### src/ufg_pkg.sv
// Package for the UDP frame generator: frame layout constants, the queue entry and
// configuration bundle types, and the ones' complement fold helper.
// Depends on nothing; every other file in src uses it.
package ufg_pkg;

  localparam int LenW           = 11;
  localparam int MaxFrameBytes  = 1514;
  localparam int MinFrameBytes  = 46;
  localparam int QueueDepth     = 2;

  localparam logic [LenW-1:0] ResetFrameLength = 11'd60;

  // Byte offsets of the header fields.
  localparam logic [LenW-1:0] OffSrcMac   = 11'd6;
  localparam logic [LenW-1:0] OffEthType  = 11'd12;
  localparam logic [LenW-1:0] OffIpLen    = 11'd16;
  localparam logic [LenW-1:0] OffIpFlags  = 11'd20;
  localparam logic [LenW-1:0] OffIpTtl    = 11'd22;
  localparam logic [LenW-1:0] OffIpProto  = 11'd23;
  localparam logic [LenW-1:0] OffIpSum    = 11'd24;
  localparam logic [LenW-1:0] OffSrcIp    = 11'd26;
  localparam logic [LenW-1:0] OffDstIp    = 11'd30;
  localparam logic [LenW-1:0] OffPorts    = 11'd34;
  localparam logic [LenW-1:0] OffUdpLen   = 11'd38;
  localparam logic [LenW-1:0] OffUdpSum   = 11'd40;
  localparam logic [LenW-1:0] OffPayload  = 11'd42;
  localparam logic [LenW-1:0] EthHdrBytes = 11'd14;
  localparam logic [LenW-1:0] EthIpBytes  = 11'd34;

  // Protocol constants.
  localparam logic [15:0] EtherTypeIpv4 = 16'h0800;
  localparam logic [7:0]  IpVerIhl      = 8'h45;
  localparam logic [7:0]  TosLowDelay   = 8'h10;
  localparam logic [15:0] DontFragment  = 16'h4000;
  localparam logic [7:0]  DefaultTtl    = 8'd64;
  localparam logic [7:0]  UdpProto      = 8'd17;
  // Fixed IPv4 header words summed together: ver/ihl/tos, flags, ttl/proto.
  localparam logic [19:0] IpFixedSum    = 20'h0C521;

  // Configuration register indexes.
  localparam logic [2:0] CfgDstMac   = 3'd0;
  localparam logic [2:0] CfgSrcMac   = 3'd1;
  localparam logic [2:0] CfgDstIp    = 3'd2;
  localparam logic [2:0] CfgSrcIp    = 3'd3;
  localparam logic [2:0] CfgPorts    = 3'd4;
  localparam logic [2:0] CfgFrameLen = 3'd5;
  localparam logic [2:0] CfgSeed     = 3'd6;
  localparam logic [2:0] CfgCsumOn   = 3'd7;

  typedef enum logic [3:0] {
    RegDstMac,
    RegSrcMac,
    RegConst,
    RegIpLen,
    RegIpSum,
    RegSrcIp,
    RegDstIp,
    RegPorts,
    RegUdpLen,
    RegUdpSum,
    RegPayload
  } region_e;

  typedef struct packed {
    region_e         region;
    logic [2:0]      sel;
    logic [7:0]      cbyte;
    logic [LenW-1:0] offset;
    logic            last;
  } entry_t;

  typedef struct packed {
    logic [47:0]     dst_mac;
    logic [47:0]     src_mac;
    logic [31:0]     dst_ip;
    logic [31:0]     src_ip;
    logic [31:0]     ports;
    logic [31:0]     seed;
    logic            csum_on;
    logic [LenW-1:0] len;
  } cfg_t;

  // End-around-carry fold of a sum down to 16 bits. Two folds are enough for
  // any 28-bit input: the first leaves at most 0x10FFE, the second at most 0xFFFF.
  function automatic logic [15:0] fold16(input logic [27:0] x);
    logic [16:0] s1;
    logic [16:0] s2;
    s1 = 17'(x[27:16]) + 17'(x[15:0]);
    s2 = 17'(s1[16]) + 17'(s1[15:0]);
    return s2[15:0];
  endfunction

endpackage

### src/ufg_front.sv
// Front end of the UDP frame generator: accepts request beats, tracks the
// byte position and classifies each byte into a field of the frame.
// Depends on ufg_pkg.
module ufg_front (
  input  logic                       clk_i,
  input  logic                       rst_ni,
  input  logic                       in_valid_i,
  input  logic                       restart_i,
  input  logic [ufg_pkg::LenW-1:0]   len_i,
  input  logic                       q_full_i,
  output logic                       push_o,
  output ufg_pkg::entry_t            push_data_o
);

  logic [ufg_pkg::LenW-1:0] pos_q, pos_d;
  logic [ufg_pkg::LenW-1:0] p;
  logic [ufg_pkg::LenW:0]   p_inc;
  logic                     last;
  ufg_pkg::region_e         region;
  logic [ufg_pkg::LenW-1:0] rel;
  logic [7:0]               cbyte;

  assign push_o = in_valid_i && !q_full_i;

  always_comb begin
    p     = (restart_i || (pos_q >= len_i)) ? '0 : pos_q;
    p_inc = {1'b0, p} + 12'd1;
    last  = (p_inc == {1'b0, len_i});
    pos_d = (p_inc >= {1'b0, len_i}) ? '0 : p_inc[ufg_pkg::LenW-1:0];
  end

  // Field classification by byte offset.
  always_comb begin
    cbyte = 8'h00;
    if (p < ufg_pkg::OffSrcMac) begin
      region = ufg_pkg::RegDstMac;
      rel    = p;
    end else if (p < ufg_pkg::OffEthType) begin
      region = ufg_pkg::RegSrcMac;
      rel    = p - ufg_pkg::OffSrcMac;
    end else if (p >= ufg_pkg::OffPayload) begin
      region = ufg_pkg::RegPayload;
      rel    = p - ufg_pkg::OffPayload;
    end else if (p >= ufg_pkg::OffSrcIp && p < ufg_pkg::OffDstIp) begin
      region = ufg_pkg::RegSrcIp;
      rel    = p - ufg_pkg::OffSrcIp;
    end else if (p >= ufg_pkg::OffDstIp && p < ufg_pkg::OffPorts) begin
      region = ufg_pkg::RegDstIp;
      rel    = p - ufg_pkg::OffDstIp;
    end else if (p >= ufg_pkg::OffPorts && p < ufg_pkg::OffUdpLen) begin
      region = ufg_pkg::RegPorts;
      rel    = p - ufg_pkg::OffPorts;
    end else if (p >= ufg_pkg::OffUdpLen && p < ufg_pkg::OffUdpSum) begin
      region = ufg_pkg::RegUdpLen;
      rel    = p - ufg_pkg::OffUdpLen;
    end else if (p >= ufg_pkg::OffUdpSum) begin
      region = ufg_pkg::RegUdpSum;
      rel    = p - ufg_pkg::OffUdpSum;
    end else if (p == ufg_pkg::OffIpSum || p == ufg_pkg::OffIpSum + 11'd1) begin
      region = ufg_pkg::RegIpSum;
      rel    = p - ufg_pkg::OffIpSum;
    end else if (p == ufg_pkg::OffIpLen || p == ufg_pkg::OffIpLen + 11'd1) begin
      region = ufg_pkg::RegIpLen;
      rel    = p - ufg_pkg::OffIpLen;
    end else begin
      region = ufg_pkg::RegConst;
      rel    = '0;
      if (p == ufg_pkg::OffEthType) begin
        cbyte = ufg_pkg::EtherTypeIpv4[15:8];
      end else if (p == ufg_pkg::OffEthType + 11'd1) begin
        cbyte = ufg_pkg::EtherTypeIpv4[7:0];
      end else if (p == ufg_pkg::EthHdrBytes) begin
        cbyte = ufg_pkg::IpVerIhl;
      end else if (p == ufg_pkg::EthHdrBytes + 11'd1) begin
        cbyte = ufg_pkg::TosLowDelay;
      end else if (p == ufg_pkg::OffIpFlags) begin
        cbyte = ufg_pkg::DontFragment[15:8];
      end else if (p == ufg_pkg::OffIpTtl) begin
        cbyte = ufg_pkg::DefaultTtl;
      end else if (p == ufg_pkg::OffIpProto) begin
        cbyte = ufg_pkg::UdpProto;
      end
    end
  end

  always_comb begin
    push_data_o.region = region;
    push_data_o.sel    = rel[2:0];
    push_data_o.cbyte  = cbyte;
    push_data_o.offset = p;
    push_data_o.last   = last;
  end

  always_ff @(posedge clk_i or negedge rst_ni) begin
    if (!rst_ni) begin
      pos_q <= '0;
    end else if (push_o) begin
      pos_q <= pos_d;
    end
  end

  a_last_wraps: assert property (@(posedge clk_i) disable iff (!rst_ni)
    push_o && last |=> pos_q == '0)
    else $error("position did not return to zero after the final byte");

  a_pos_advances: assert property (@(posedge clk_i) disable iff (!rst_ni)
    push_o && !last && (p_inc < {1'b0, len_i}) |=> pos_q == $past(p_inc[ufg_pkg::LenW-1:0]))
    else $error("position did not advance by one byte");

  a_restart_zero: assert property (@(posedge clk_i) disable iff (!rst_ni)
    push_o && restart_i |-> push_data_o.offset == '0)
    else $error("restart did not start at byte zero");

endmodule

### src/ufg_queue.sv
// Short queue between the front and back ends of the UDP frame generator.
// Registered entries with head and tail pointers; depends on ufg_pkg.
module ufg_queue (
  input  logic            clk_i,
  input  logic            rst_ni,
  input  logic            push_i,
  input  ufg_pkg::entry_t push_data_i,
  output logic            full_o,
  input  logic            pop_i,
  output logic            head_valid_o,
  output ufg_pkg::entry_t head_data_o
);

  localparam int Depth = ufg_pkg::QueueDepth;
  localparam int PtrW  = (Depth > 1) ? $clog2(Depth) : 1;
  localparam int CntW  = $clog2(Depth + 1);

  ufg_pkg::entry_t mem_q [Depth];
  logic [PtrW-1:0] wr_ptr_q, rd_ptr_q;
  logic [CntW-1:0] count_q;

  assign full_o       = (count_q == CntW'(Depth));
  assign head_valid_o = (count_q != '0);
  assign head_data_o  = mem_q[rd_ptr_q];

  always_ff @(posedge clk_i) begin
    if (push_i) begin
      mem_q[wr_ptr_q] <= push_data_i;
    end
  end

  always_ff @(posedge clk_i or negedge rst_ni) begin
    if (!rst_ni) begin
      wr_ptr_q <= '0;
      rd_ptr_q <= '0;
      count_q  <= '0;
    end else begin
      if (push_i) begin
        wr_ptr_q <= (wr_ptr_q == PtrW'(Depth - 1)) ? '0 : wr_ptr_q + 1'b1;
      end
      if (pop_i) begin
        rd_ptr_q <= (rd_ptr_q == PtrW'(Depth - 1)) ? '0 : rd_ptr_q + 1'b1;
      end
      if (push_i && !pop_i) begin
        count_q <= count_q + 1'b1;
      end else if (pop_i && !push_i) begin
        count_q <= count_q - 1'b1;
      end
    end
  end

  a_count_bound: assert property (@(posedge clk_i) disable iff (!rst_ni)
    count_q <= CntW'(Depth))
    else $error("queue count exceeds its depth");

  a_no_overflow: assert property (@(posedge clk_i) disable iff (!rst_ni)
    !(push_i && full_o))
    else $error("push into a full queue");

  a_no_underflow: assert property (@(posedge clk_i) disable iff (!rst_ni)
    pop_i |-> head_valid_o)
    else $error("pop from an empty queue");

endmodule

### src/ufg_csum.sv
// Checksum pipeline of the UDP frame generator: IPv4 header and UDP checksums
// computed over four stages from the configuration at frame start. Depends on ufg_pkg.
module ufg_csum (
  input  logic          clk_i,
  input  logic          rst_ni,
  input  logic          start_i,
  input  ufg_pkg::cfg_t cfg_i,
  output logic [15:0]   ip_sum_o,
  output logic [15:0]   udp_sum_o
);

  // Stage 1 inputs, taken from the live configuration.
  logic [ufg_pkg::LenW-1:0] pay;
  logic [9:0]               pairs;
  logic [9:0]               n0, n1;
  logic [15:0]              w0, w1;
  logic [7:0]               odd_byte;

  logic                     v1_q, v2_q, v3_q;
  logic [17:0]              addr_q;
  logic [25:0]              prod0_q, prod1_q;
  logic [17:0]              misc_q;
  logic [ufg_pkg::LenW-1:0] ip_len_q, ulen_q;
  logic                     on1_q, on2_q, on3_q;

  logic [26:0]              udp_a_q;
  logic [20:0]              udp_b_q;
  logic [19:0]              ip_tot_q;
  logic [27:0]              udp_tot_q;

  logic [15:0]              ip_sum_q, udp_sum_q;
  logic [15:0]              udp_fold;

  always_comb begin
    pay      = cfg_i.len - ufg_pkg::OffPayload;
    pairs    = pay[ufg_pkg::LenW-1:1];
    n0       = 10'((11'(pairs) + 11'd1) >> 1);
    n1       = pairs >> 1;
    w0       = {cfg_i.seed[7:0], cfg_i.seed[15:8]};
    w1       = {cfg_i.seed[23:16], cfg_i.seed[31:24]};
    // An odd payload ends on one seed byte that is summed as the high half.
    odd_byte = pay[0] ? cfg_i.seed[{cfg_i.len[1:0] + 2'd1, 3'b000} +: 8] : 8'h00;
  end

  assign udp_fold = ~ufg_pkg::fold16(udp_tot_q);

  always_ff @(posedge clk_i) begin
    if (start_i) begin
      addr_q   <= 18'(cfg_i.src_ip[31:16]) + 18'(cfg_i.src_ip[15:0])
                + 18'(cfg_i.dst_ip[31:16]) + 18'(cfg_i.dst_ip[15:0]);
      prod0_q  <= 26'(n0) * 26'(w0);
      prod1_q  <= 26'(n1) * 26'(w1);
      misc_q   <= 18'(cfg_i.ports[31:16]) + 18'(cfg_i.ports[15:0]) + {2'b00, odd_byte, 8'h00};
      ip_len_q <= cfg_i.len - ufg_pkg::EthHdrBytes;
      ulen_q   <= cfg_i.len - ufg_pkg::EthIpBytes;
      on1_q    <= cfg_i.csum_on;
    end
    if (v1_q) begin
      udp_a_q  <= 27'(prod0_q) + 27'(prod1_q);
      udp_b_q  <= 21'(ufg_pkg::UdpProto) + 21'({ulen_q, 1'b0}) + 21'(addr_q) + 21'(misc_q);
      ip_tot_q <= ufg_pkg::IpFixedSum + 20'(ip_len_q) + 20'(addr_q);
      on2_q    <= on1_q;
    end
    if (v2_q) begin
      udp_tot_q <= 28'(udp_a_q) + 28'(udp_b_q);
      on3_q     <= on2_q;
    end
  end

  always_ff @(posedge clk_i or negedge rst_ni) begin
    if (!rst_ni) begin
      v1_q      <= 1'b0;
      v2_q      <= 1'b0;
      v3_q      <= 1'b0;
      ip_sum_q  <= '0;
      udp_sum_q <= '0;
    end else begin
      v1_q <= start_i;
      v2_q <= v1_q;
      v3_q <= v2_q;
      if (v2_q) begin
        ip_sum_q <= ~ufg_pkg::fold16(28'(ip_tot_q));
      end
      if (v3_q) begin
        if (!on3_q) begin
          udp_sum_q <= '0;
        end else if (udp_fold == '0) begin
          udp_sum_q <= 16'hFFFF;
        end else begin
          udp_sum_q <= udp_fold;
        end
      end
    end
  end

  assign ip_sum_o  = ip_sum_q;
  assign udp_sum_o = udp_sum_q;

endmodule

### src/ufg_back.sv
// Back end of the UDP frame generator: takes classified entries from the queue,
// forms the byte from configuration and checksums, and holds it in the output register.
// Depends on ufg_pkg.
module ufg_back (
  input  logic                     clk_i,
  input  logic                     rst_ni,
  input  logic                     head_valid_i,
  input  ufg_pkg::entry_t          head_data_i,
  output logic                     pop_o,
  input  ufg_pkg::cfg_t            cfg_i,
  input  logic [15:0]              ip_sum_i,
  input  logic [15:0]              udp_sum_i,
  output logic                     csum_start_o,
  output logic                     out_valid_o,
  input  logic                     out_stall_i,
  output logic [7:0]               frame_byte_o,
  output logic [ufg_pkg::LenW-1:0] byte_offset_o,
  output logic                     last_byte_o
);

  logic                     out_valid_q;
  logic [7:0]               byte_q, byte_d;
  logic [ufg_pkg::LenW-1:0] offset_q;
  logic                     last_q;
  logic [ufg_pkg::LenW-1:0] ip_len, ulen;
  logic [2:0]               mac_idx;
  logic [1:0]               ip_idx;
  logic                     lo;

  assign pop_o        = head_valid_i && (!out_valid_q || !out_stall_i);
  assign csum_start_o = pop_o && (head_data_i.offset == '0);

  always_comb begin
    ip_len  = cfg_i.len - ufg_pkg::EthHdrBytes;
    ulen    = cfg_i.len - ufg_pkg::EthIpBytes;
    mac_idx = 3'd5 - head_data_i.sel;
    ip_idx  = 2'd3 - head_data_i.sel[1:0];
    lo      = head_data_i.sel[0];
    case (head_data_i.region)
      ufg_pkg::RegDstMac:  byte_d = cfg_i.dst_mac[{mac_idx, 3'b000} +: 8];
      ufg_pkg::RegSrcMac:  byte_d = cfg_i.src_mac[{mac_idx, 3'b000} +: 8];
      ufg_pkg::RegConst:   byte_d = head_data_i.cbyte;
      ufg_pkg::RegIpLen:   byte_d = lo ? ip_len[7:0] : 8'(ip_len[ufg_pkg::LenW-1:8]);
      ufg_pkg::RegIpSum:   byte_d = lo ? ip_sum_i[7:0] : ip_sum_i[15:8];
      ufg_pkg::RegSrcIp:   byte_d = cfg_i.src_ip[{ip_idx, 3'b000} +: 8];
      ufg_pkg::RegDstIp:   byte_d = cfg_i.dst_ip[{ip_idx, 3'b000} +: 8];
      // Source port goes first on the wire, from the low half of the pair.
      ufg_pkg::RegPorts:   byte_d = cfg_i.ports[{head_data_i.sel[1], ~lo, 3'b000} +: 8];
      ufg_pkg::RegUdpLen:  byte_d = lo ? ulen[7:0] : 8'(ulen[ufg_pkg::LenW-1:8]);
      ufg_pkg::RegUdpSum:  byte_d = lo ? udp_sum_i[7:0] : udp_sum_i[15:8];
      ufg_pkg::RegPayload: byte_d = cfg_i.seed[{head_data_i.sel[1:0], 3'b000} +: 8];
      default:             byte_d = 8'h00;
    endcase
  end

  always_ff @(posedge clk_i) begin
    if (pop_o) begin
      byte_q   <= byte_d;
      offset_q <= head_data_i.offset;
      last_q   <= head_data_i.last;
    end
  end

  always_ff @(posedge clk_i or negedge rst_ni) begin
    if (!rst_ni) begin
      out_valid_q <= 1'b0;
    end else if (pop_o) begin
      out_valid_q <= 1'b1;
    end else if (!out_stall_i) begin
      out_valid_q <= 1'b0;
    end
  end

  assign out_valid_o   = out_valid_q;
  assign frame_byte_o  = byte_q;
  assign byte_offset_o = offset_q;
  assign last_byte_o   = last_q;

endmodule

### src/udp_frame_generator.sv
// UDP frame generator: one Ethernet/IPv4/UDP frame byte per accepted request beat.
// Each accepted request is held in a queue entry, and its byte then goes into the output register.
// Throughput is one byte per cycle while the output is not stalled, through the single output register.
// Both checksums come from a four-stage pipeline started at byte 0, done before byte 24.
// Reset clears the position, checksums and control; configuration takes its reset values.
module udp_frame_generator #(
  parameter int MAX_FRAME_BYTES = ufg_pkg::MaxFrameBytes
) (
  input  logic                     clk_i,
  input  logic                     rst_ni,
  // Configuration write port.
  input  logic                     cfg_we_i,
  input  logic [2:0]               cfg_idx_i,
  input  logic [47:0]              cfg_wdata_i,
  // Request channel.
  input  logic                     in_valid_i,
  output logic                     in_stall_o,
  input  logic                     restart_i,
  // Byte channel.
  output logic                     out_valid_o,
  input  logic                     out_stall_i,
  output logic [7:0]               frame_byte_o,
  output logic [ufg_pkg::LenW-1:0] byte_offset_o,
  output logic                     last_byte_o
);

  // Configuration registers.
  logic [47:0]              dst_mac_q, src_mac_q;
  logic [31:0]              dst_ip_q, src_ip_q, ports_q, seed_q;
  logic [ufg_pkg::LenW-1:0] frame_len_q;
  logic                     csum_on_q;

  logic [ufg_pkg::LenW-1:0] eff_len;
  ufg_pkg::cfg_t            cfg;

  logic                     push, q_full, pop, head_valid, csum_start;
  ufg_pkg::entry_t          push_data, head_data;
  logic [15:0]              ip_sum, udp_sum;

  always_ff @(posedge clk_i or negedge rst_ni) begin
    if (!rst_ni) begin
      dst_mac_q   <= '0;
      src_mac_q   <= '0;
      dst_ip_q    <= '0;
      src_ip_q    <= '0;
      ports_q     <= '0;
      frame_len_q <= ufg_pkg::ResetFrameLength;
      seed_q      <= '0;
      csum_on_q   <= 1'b1;
    end else if (cfg_we_i) begin
      unique case (cfg_idx_i)
        ufg_pkg::CfgDstMac:   dst_mac_q   <= cfg_wdata_i;
        ufg_pkg::CfgSrcMac:   src_mac_q   <= cfg_wdata_i;
        ufg_pkg::CfgDstIp:    dst_ip_q    <= cfg_wdata_i[31:0];
        ufg_pkg::CfgSrcIp:    src_ip_q    <= cfg_wdata_i[31:0];
        ufg_pkg::CfgPorts:    ports_q     <= cfg_wdata_i[31:0];
        ufg_pkg::CfgFrameLen: frame_len_q <= cfg_wdata_i[ufg_pkg::LenW-1:0];
        ufg_pkg::CfgSeed:     seed_q      <= cfg_wdata_i[31:0];
        ufg_pkg::CfgCsumOn:   csum_on_q   <= cfg_wdata_i[0];
        default: ;
      endcase
    end
  end

  // The frame length is saturated into the legal range before anyone sees it.
  always_comb begin
    if (frame_len_q < ufg_pkg::LenW'(ufg_pkg::MinFrameBytes)) begin
      eff_len = ufg_pkg::LenW'(ufg_pkg::MinFrameBytes);
    end else if (int'(frame_len_q) > MAX_FRAME_BYTES) begin
      eff_len = ufg_pkg::LenW'(MAX_FRAME_BYTES);
    end else begin
      eff_len = frame_len_q;
    end
  end

  always_comb begin
    cfg.dst_mac = dst_mac_q;
    cfg.src_mac = src_mac_q;
    cfg.dst_ip  = dst_ip_q;
    cfg.src_ip  = src_ip_q;
    cfg.ports   = ports_q;
    cfg.seed    = seed_q;
    cfg.csum_on = csum_on_q;
    cfg.len     = eff_len;
  end

  // The request side stalls only when the queue is full, never on the state
  // of the output register directly.
  assign in_stall_o = q_full;

  ufg_front u_front (
    .clk_i       (clk_i),
    .rst_ni      (rst_ni),
    .in_valid_i  (in_valid_i),
    .restart_i   (restart_i),
    .len_i       (eff_len),
    .q_full_i    (q_full),
    .push_o      (push),
    .push_data_o (push_data)
  );

  ufg_queue u_queue (
    .clk_i        (clk_i),
    .rst_ni       (rst_ni),
    .push_i       (push),
    .push_data_i  (push_data),
    .full_o       (q_full),
    .pop_i        (pop),
    .head_valid_o (head_valid),
    .head_data_o  (head_data)
  );

  // Checksums start when byte 0 leaves the queue, so a newer frame can never
  // overwrite them while bytes of the older frame still wait to be formed.
  ufg_csum u_csum (
    .clk_i     (clk_i),
    .rst_ni    (rst_ni),
    .start_i   (csum_start),
    .cfg_i     (cfg),
    .ip_sum_o  (ip_sum),
    .udp_sum_o (udp_sum)
  );

  ufg_back u_back (
    .clk_i         (clk_i),
    .rst_ni        (rst_ni),
    .head_valid_i  (head_valid),
    .head_data_i   (head_data),
    .pop_o         (pop),
    .cfg_i         (cfg),
    .ip_sum_i      (ip_sum),
    .udp_sum_i     (udp_sum),
    .csum_start_o  (csum_start),
    .out_valid_o   (out_valid_o),
    .out_stall_i   (out_stall_i),
    .frame_byte_o  (frame_byte_o),
    .byte_offset_o (byte_offset_o),
    .last_byte_o   (last_byte_o)
  );

endmodule
### config.mk
export PLATFORM = sky130hd
export DESIGN_NAME = udp_frame_generator
export DESIGN_NICKNAME = d
export VERILOG_FILES = /design/src/ufg_pkg.sv /design/src/ufg_front.sv /design/src/ufg_queue.sv /design/src/ufg_csum.sv /design/src/ufg_back.sv /design/src/udp_frame_generator.sv
export SDC_FILE = /design/constraint.sdc
export NUM_CORES = 2
export LEC_CHECK = 0
export ABC_AREA = 1
export BUFFER_PORTS_ARGS = -buffer_cell sky130_fd_sc_hd__buf_4
export CORE_ASPECT_RATIO = 2
export CORE_MARGIN = 5
export CORE_UTILIZATION = 59
export DETAILED_ROUTE_END_ITERATION = 16
export PLACE_DENSITY = 0.76
export SYNTH_ARGS = -nofsm -noshare
export SYNTH_HDL_FRONTEND = slang
export SYNTH_SLANG_ARGS = --single-unit
### constraint.sdc
create_clock -name clk_i -period 15.25 [get_ports clk_i]
set_input_delay 3.8125 -clock clk_i [delete_from_list [all_inputs] [get_ports clk_i]]
set_output_delay 3.8125 -clock clk_i [all_outputs]
set_load 0.005 [all_outputs]
# Word level (Yosys, flattened, before mapping)
# Memory sizes are Yosys's and may differ from the RTL's.
# Index checks and enable logic that the tools add are counted.
# word_totals
memories	1
romBits	0
latch_bits	0
output_inout_bits	22
regBits	516
ram_bits	54
in_bits	57
# memory_table
name	words	width	read_ports	rd_clocked_by_memory_dff	wr	line_no	rtl
u_queue.mem_q	2	27	1	0	1	ufg_queue.sv:18	ufg_pkg::entry_t mem_q [Depth];
# classes
order_cmp	16
muxes	57
n_bitwise	3
add_sub_neg	37
n_shift	7
div_mod_pow	0
eq_ne	31
n_mul	2
n_reduce_logical	32
# ops
operator	n
$mux W8	21
$shiftx A32 B6 Y8	5
$shiftx A48 B7 Y8	2
$pmux W8 S11	1
$eq A11 B5 Y1 const B	7
$add A18 B16 Y18	3
$eq A11 B4 Y1 const B	4
$ge A11 B6 Y1 const B	4
$lt A11 B6 Y1 const B	4
$mux W11	4
$add A21 B18 Y21	2
$mux W4	9
$add A16 B16 Y17	2
$add A1 B16 Y16	2
$mux W16	2
$not A16 Y16	2
$mux W3	10
$add A27 B21 Y28	1
$add A26 B26 Y27	1
$mul A10 B16 Y26	1
$mul A9 B16 Y25	1
$ge A11 B5 Y1 const B	2
$sub A11 B6 Y11 const B	2
$add A20 B18 Y20	1
other kinds (44)	92

# Longest topological paths before layout
# depth
depth_word	24
ltp_mapped	48

# Modules after synthesis
# Synthesis repeated with hierarchy kept, for this count alone.
# unflattened
cells_unflattened	5128
area_unflattened_um2	43437.9
# modules_own_cells
module	area_per_inst_um2	instances	cells_each
ufg_csum	25989.9	1	2969
udp_frame_generator	8729.6	1	865
ufg_back	4071.4	1	798
ufg_front	2392.3	1	387
ufg_queue	2254.7	1	109

# Least setup slack after synthesis
# Ideal clock, no wire load.
# synth_path
kind	register to register
start	register frame_len_q[4] in the netlist's numbering
end	register u_csum.prod0_q[24] (data pin)
setup_time_ns	0.258
slack_ns	7.398
arrival_time_ns	7.594
synth_period_minus_slack_ns	7.852
path_stages_with_launch	47
required_time_ns	14.992
path_cell_list	dfstp_2 > clkinv_1 > nand3_1 > nand2_1 > nand2_2 > nand2_4 > inv_6 > nor2_2 > inv_2 > nor2_2 > ha_1 > nor2_1 > o21ai_1 > nand2_1 > inv_1 > nand4_1 > nor3_1 > inv_1 > (+11 left out) > inv_1 > ha_1 > a21oi_1 > o21ai_0 > a21oi_1 > nor2_1 > nor2_1 > o21ai_0 > a21boi_0 > o21ai_0 > nand2_1 > nand2_1 > nand2_1 > nand2_1 > a21oi_1 > nor2_1 > nor2_1 > xnor2_1
# synth_via
elab_chain_len	6
elab_cells_between_ends	7
cone_classes	add/sub: 2; mul: 1; order compare: 2; mux: 2
# synth_lines
item	line_no	rtl
start, declared	udp_frame_generator.sv:30	logic [ufg_pkg::LenW-1:0] frame_len_q;
start signal, assigned	udp_frame_generator.sv:47	frame_len_q <= ufg_pkg::ResetFrameLength;
start signal, assigned	udp_frame_generator.sv:57	ufg_pkg::CfgFrameLen: frame_len_q <= cfg_wdata_i[ufg_pkg::LenW-1:0];
$gt A11 B11 Y1	udp_frame_generator.sv:69	end else if (int'(frame_len_q) > MAX_FRAME_BYTES) begin
$mux W11	udp_frame_generator.sv:69	
$mux W11 *	udp_frame_generator.sv:67	if (frame_len_q < ufg_pkg::LenW'(ufg_pkg::MinFrameBytes)) begin
$sub A11 B6 Y11 *	ufg_csum.sv:35	pay = cfg_i.len - ufg_pkg::OffPayload;
$add A10 B1 Y11 *	ufg_csum.sv:37	n0 = 10'((11'(pairs) + 11'd1) >> 1);
$mul A10 B16 Y26 *	ufg_csum.sv:51	prod0_q <= 26'(n0) * 26'(w0);
end signal, assigned	ufg_csum.sv:51	
end, declared	ufg_csum.sv:21	logic [25:0] prod0_q, prod1_q;
# Mark *: on every way between the ends. The rest lies on a longest branch, timed or not.
# A chain may end at the register's enable or synchronous reset.

# Worst setup path after layout
# layout_path
start	register frame_len_q[1] in the netlist's numbering
end	register u_csum.prod0_q[24] (data pin)
# The elaborated chain is that of the path after synthesis.

==> results.cfg <==
[cells_and_area]
layout-drive-gt1-share_pct = 6.42
final_common_cell = nand2_1
post-route-util_pct = 64.0
synthToLayoutAreaGrowth_pct = 7.88
nets = 5396
final_area_mm2 = 0.0446
final_cell_mix = nand2_1, inv_1, o21ai_0, nor2_1, ha_1

[global_route]
antenna_found_initial = 2
grt_pass1_vias = 34200
grt_max_degree = 112
gr-total-overflow = 0
grt_pass1_wl_um = 190000
track_usage_pct = 32.9

[power_and_ir_drop]
leakagePower_nw = 21.7
power_density_mw_per_mm2 = 260
ir_worst_vdd_mv = 0.262

[critical_path]
critPathArrivalTime_ns = 10.17
required_ns = 15.63
worst-setup-path-type = reg2reg
critPathMaxStageDelay_ns = 0.55
rr_endpoint = u_csum.prod0_q[24]$_DFFE_PP_
cp-start-kind = flop
crit_path_top_delay_cell = fa_1
timing.rr.start = frame_len_q[1]$_DFFE_PN0P_
cp-end-kind = flop
r2r_cells = 46
crit_top_cell = nand2_1
path_max_fanout = 17
rrSetupSlack_ns = 5.46

[place]
finalWeightedCongestion = 1.02
portBuffers = 78
dpl-instance-area_mm2 = 0.0427
hpwl_um = 97400
dpl_worst_slack_ns = 5.60

[min_path]
whs_endpoint = u_csum.on3_q$_DFFE_PP_
holdPathStages = 0
hp-start = u_csum.on2_q$_DFFE_PP_
hold_class = reg2reg

[clocking]
cts_setup_buffers = 0
clk_latency_ns = 0.64
tritoncts = built
ctsResizeCount = 0
clk_pin_slew_ns = 0.07
cts_buffers = 51
clockBufferDepth = 3
cts_hold_buf = 0
htree_levels = 2
cts.sinks = 559
cts_root_buf = clkbuf_16

[timing]
fmax_mhz = 102
slew_headroom_pct = 15.9
drv_slew = 0
min_period_ns = 9.79
hold_viol_final = 0
layout_setup_ws_ns = 5.46
fin_setup_tns_ns = 0
worst_pin_slew_ns = 1.26
rsz0062_at_grt = no
min_period_over_period_pct = 64.2
finalSetupViolCount = 0
fin_worst_skew_ns = 0.0228

[die]
placementRows = 137
dieArea_mm2 = 0.0757
die_w_um = 197
start_util_pct = 59.4
coreArea_mm2 = 0.0696
ioPinCount = 79
fp.dieH_um = 384

[route]
route.vias.total = 33200
viasPerCell = 5.78
first_pass_iters = 7
drc_errors = 0
wl_per_cell_um = 21.6
drt_iter0_markers = 2365
drt-total-wl_um = 124000
antenna_left = 0

[job]
drv_cap = 0

[synth]
synth_edf_count = 272
yosysSeqAreaShare_pct = 37.2
ys.flop_type = dfrtp_1
syn_inst = 4772
synth.cell_area_mm2 = 0.0413
ys_ff_latch = 559
syn_area_per_cell_um2 = 8.66
ys_async_sr_fraction_pct = 51.3
yosysWarnings = 0
synth.distinct_cells = 72

[outcome]
status = finished, final reports clean
==> stage by stage <==
stage | hold slack [ns] | std cells | power (mW)
after CTS | 0.429 | 5744 | 11.6
final | 0.431 | 5745 | 11.6
after floorplan | 0.400 | 4786 | 8.05
after global placement | 0.401 | 5648 | 9.89
after detailed placement | 0.416 | 5648 | 10.1
after global routing | 0.458 | 5744 | 12.7
==> critical path: cells and delay by family (launching register included) <==
kind	cells	cell delay (ns)
AND/OR/NAND/NOR	21	3.13
AO/OA/AOI/OAI	9	1.66
flip-flops	1	0.43
adder cells (fa/ha/maj)	7	3.26
buffers and inverters	8	0.94
XOR/XNOR	1	0.07
==> how the worst max path moves through the flow <==
| stage | slack (ns) | start | cells after the start | to |
|---|---|---|---|---|
| after floorplan | 7.40 | frame_len_q[4]$_DFFE_PN1P_ | 46 | u_csum.prod0_q[24]$_DFFE_PP_ |
| after global placement | 5.76 | frame_len_q[1]$_DFFE_PN0P_ | 46 | u_csum.prod0_q[24]$_DFFE_PP_ |
| after detailed placement | 5.60 | frame_len_q[1]$_DFFE_PN0P_ | 46 | u_csum.prod0_q[24]$_DFFE_PP_ |
| after CTS | 5.56 | frame_len_q[1]$_DFFE_PN0P_ | 46 | u_csum.prod0_q[24]$_DFFE_PP_ |
| after global routing | 4.60 | frame_len_q[1]$_DFFE_PN0P_ | 46 | u_csum.prod0_q[24]$_DFFE_PP_ |
| final | 5.46 | frame_len_q[1]$_DFFE_PN0P_ | 46 | u_csum.prod0_q[24]$_DFFE_PP_ |
==> sequential cells by signal (all words and copies together) (netlist names), 25 cells and up <==
name	flops
src_mac_q	48
src_ip_q	32
seed_q	32
u_csum.prod0_q	26
ports_q	32
u_csum.udp_a_q	27
u_csum.udp_tot_q	28
dst_mac_q	48
u_queue.mem_q	48
u_csum.prod1_q	25
dst_ip_q	32
==> synthesized netlist by cell type, types with 5 or more instances <==
cell | instances | area (um^2)
a2111oi_0 | 5 | 43.8
a211oi_1 | 5 | 37.5
a21boi_0 | 7 | 52.6
a21o_1 | 14 | 105
a21oi_1 | 261 | 1310
a221oi_1 | 6 | 52.6
a31oi_1 | 17 | 106
a32o_1 | 9 | 90.1
and3_1 | 5 | 31.3
buf_1 | 11 | 41.3
clkbuf_1 | 117 | 439
dfrtp_1 | 282 | 7060
dfstp_2 | 5 | 131
edfxtp_1 | 272 | 8170
fa_1 | 247 | 4940
ha_1 | 294 | 3680
inv_1 | 734 | 2760
inv_2 | 13 | 48.8
nand2_1 | 1035 | 3880
nand2_2 | 12 | 75.1
nand3_1 | 146 | 731
nand3b_1 | 5 | 37.5
nand4_1 | 40 | 250
nor2_1 | 365 | 1370
nor2_2 | 9 | 56.3
nor2_4 | 14 | 158
nor3_1 | 31 | 155
nor4_1 | 7 | 43.8
o211ai_1 | 47 | 353
o21ai_0 | 385 | 1930
o21ai_1 | 11 | 55.1
o21bai_1 | 24 | 180
o221ai_1 | 6 | 52.6
o22ai_1 | 8 | 50.1
o311ai_0 | 8 | 70.1
or2_2 | 23 | 144
xnor2_1 | 61 | 534
xor2_1 | 167 | 1460
==> report_power, final <==
group	internal [mW]	switching, mW
logic	2.92	4.85
clock network	0.779	0.625
registers	2.24	0.181
==> per-layer routing <==
layer | vias up | wire length (um) | GRT usage, %
li1 | 15500 | - | -
met1 | 15800 | 39600 | 32.9
met2 | 1284 | 63200 | 58.4
met3 | 603 | 7100 | 4.96
met4 | 2 | 14300 | 28.8
met5 | - | 12 | 0
==> kinds of logic after synthesis <==
kind of cell    synth area share (%)
other cells                   0.0182
simple gates                    17.4
fa+ha+maj                       20.9
xor+xnor                        4.94
buf+inv                         8.25
flops                           37.2
compound gates                  11.4
==> cell type report <==
cell class / instances / area (um^2)
diodes: 1 / 2.50
clock buffers: 58 / 1380
clock inverters: 38 / 454
fillers: 6003 / 25000
inverters: 753 / 2840
multi-input cells: 3334 / 22700
flip-flops and latches: 559 / 15400
well taps: 903 / 1130
repair buffers: 99 / 751
Power figures use the tool's default switching activity.
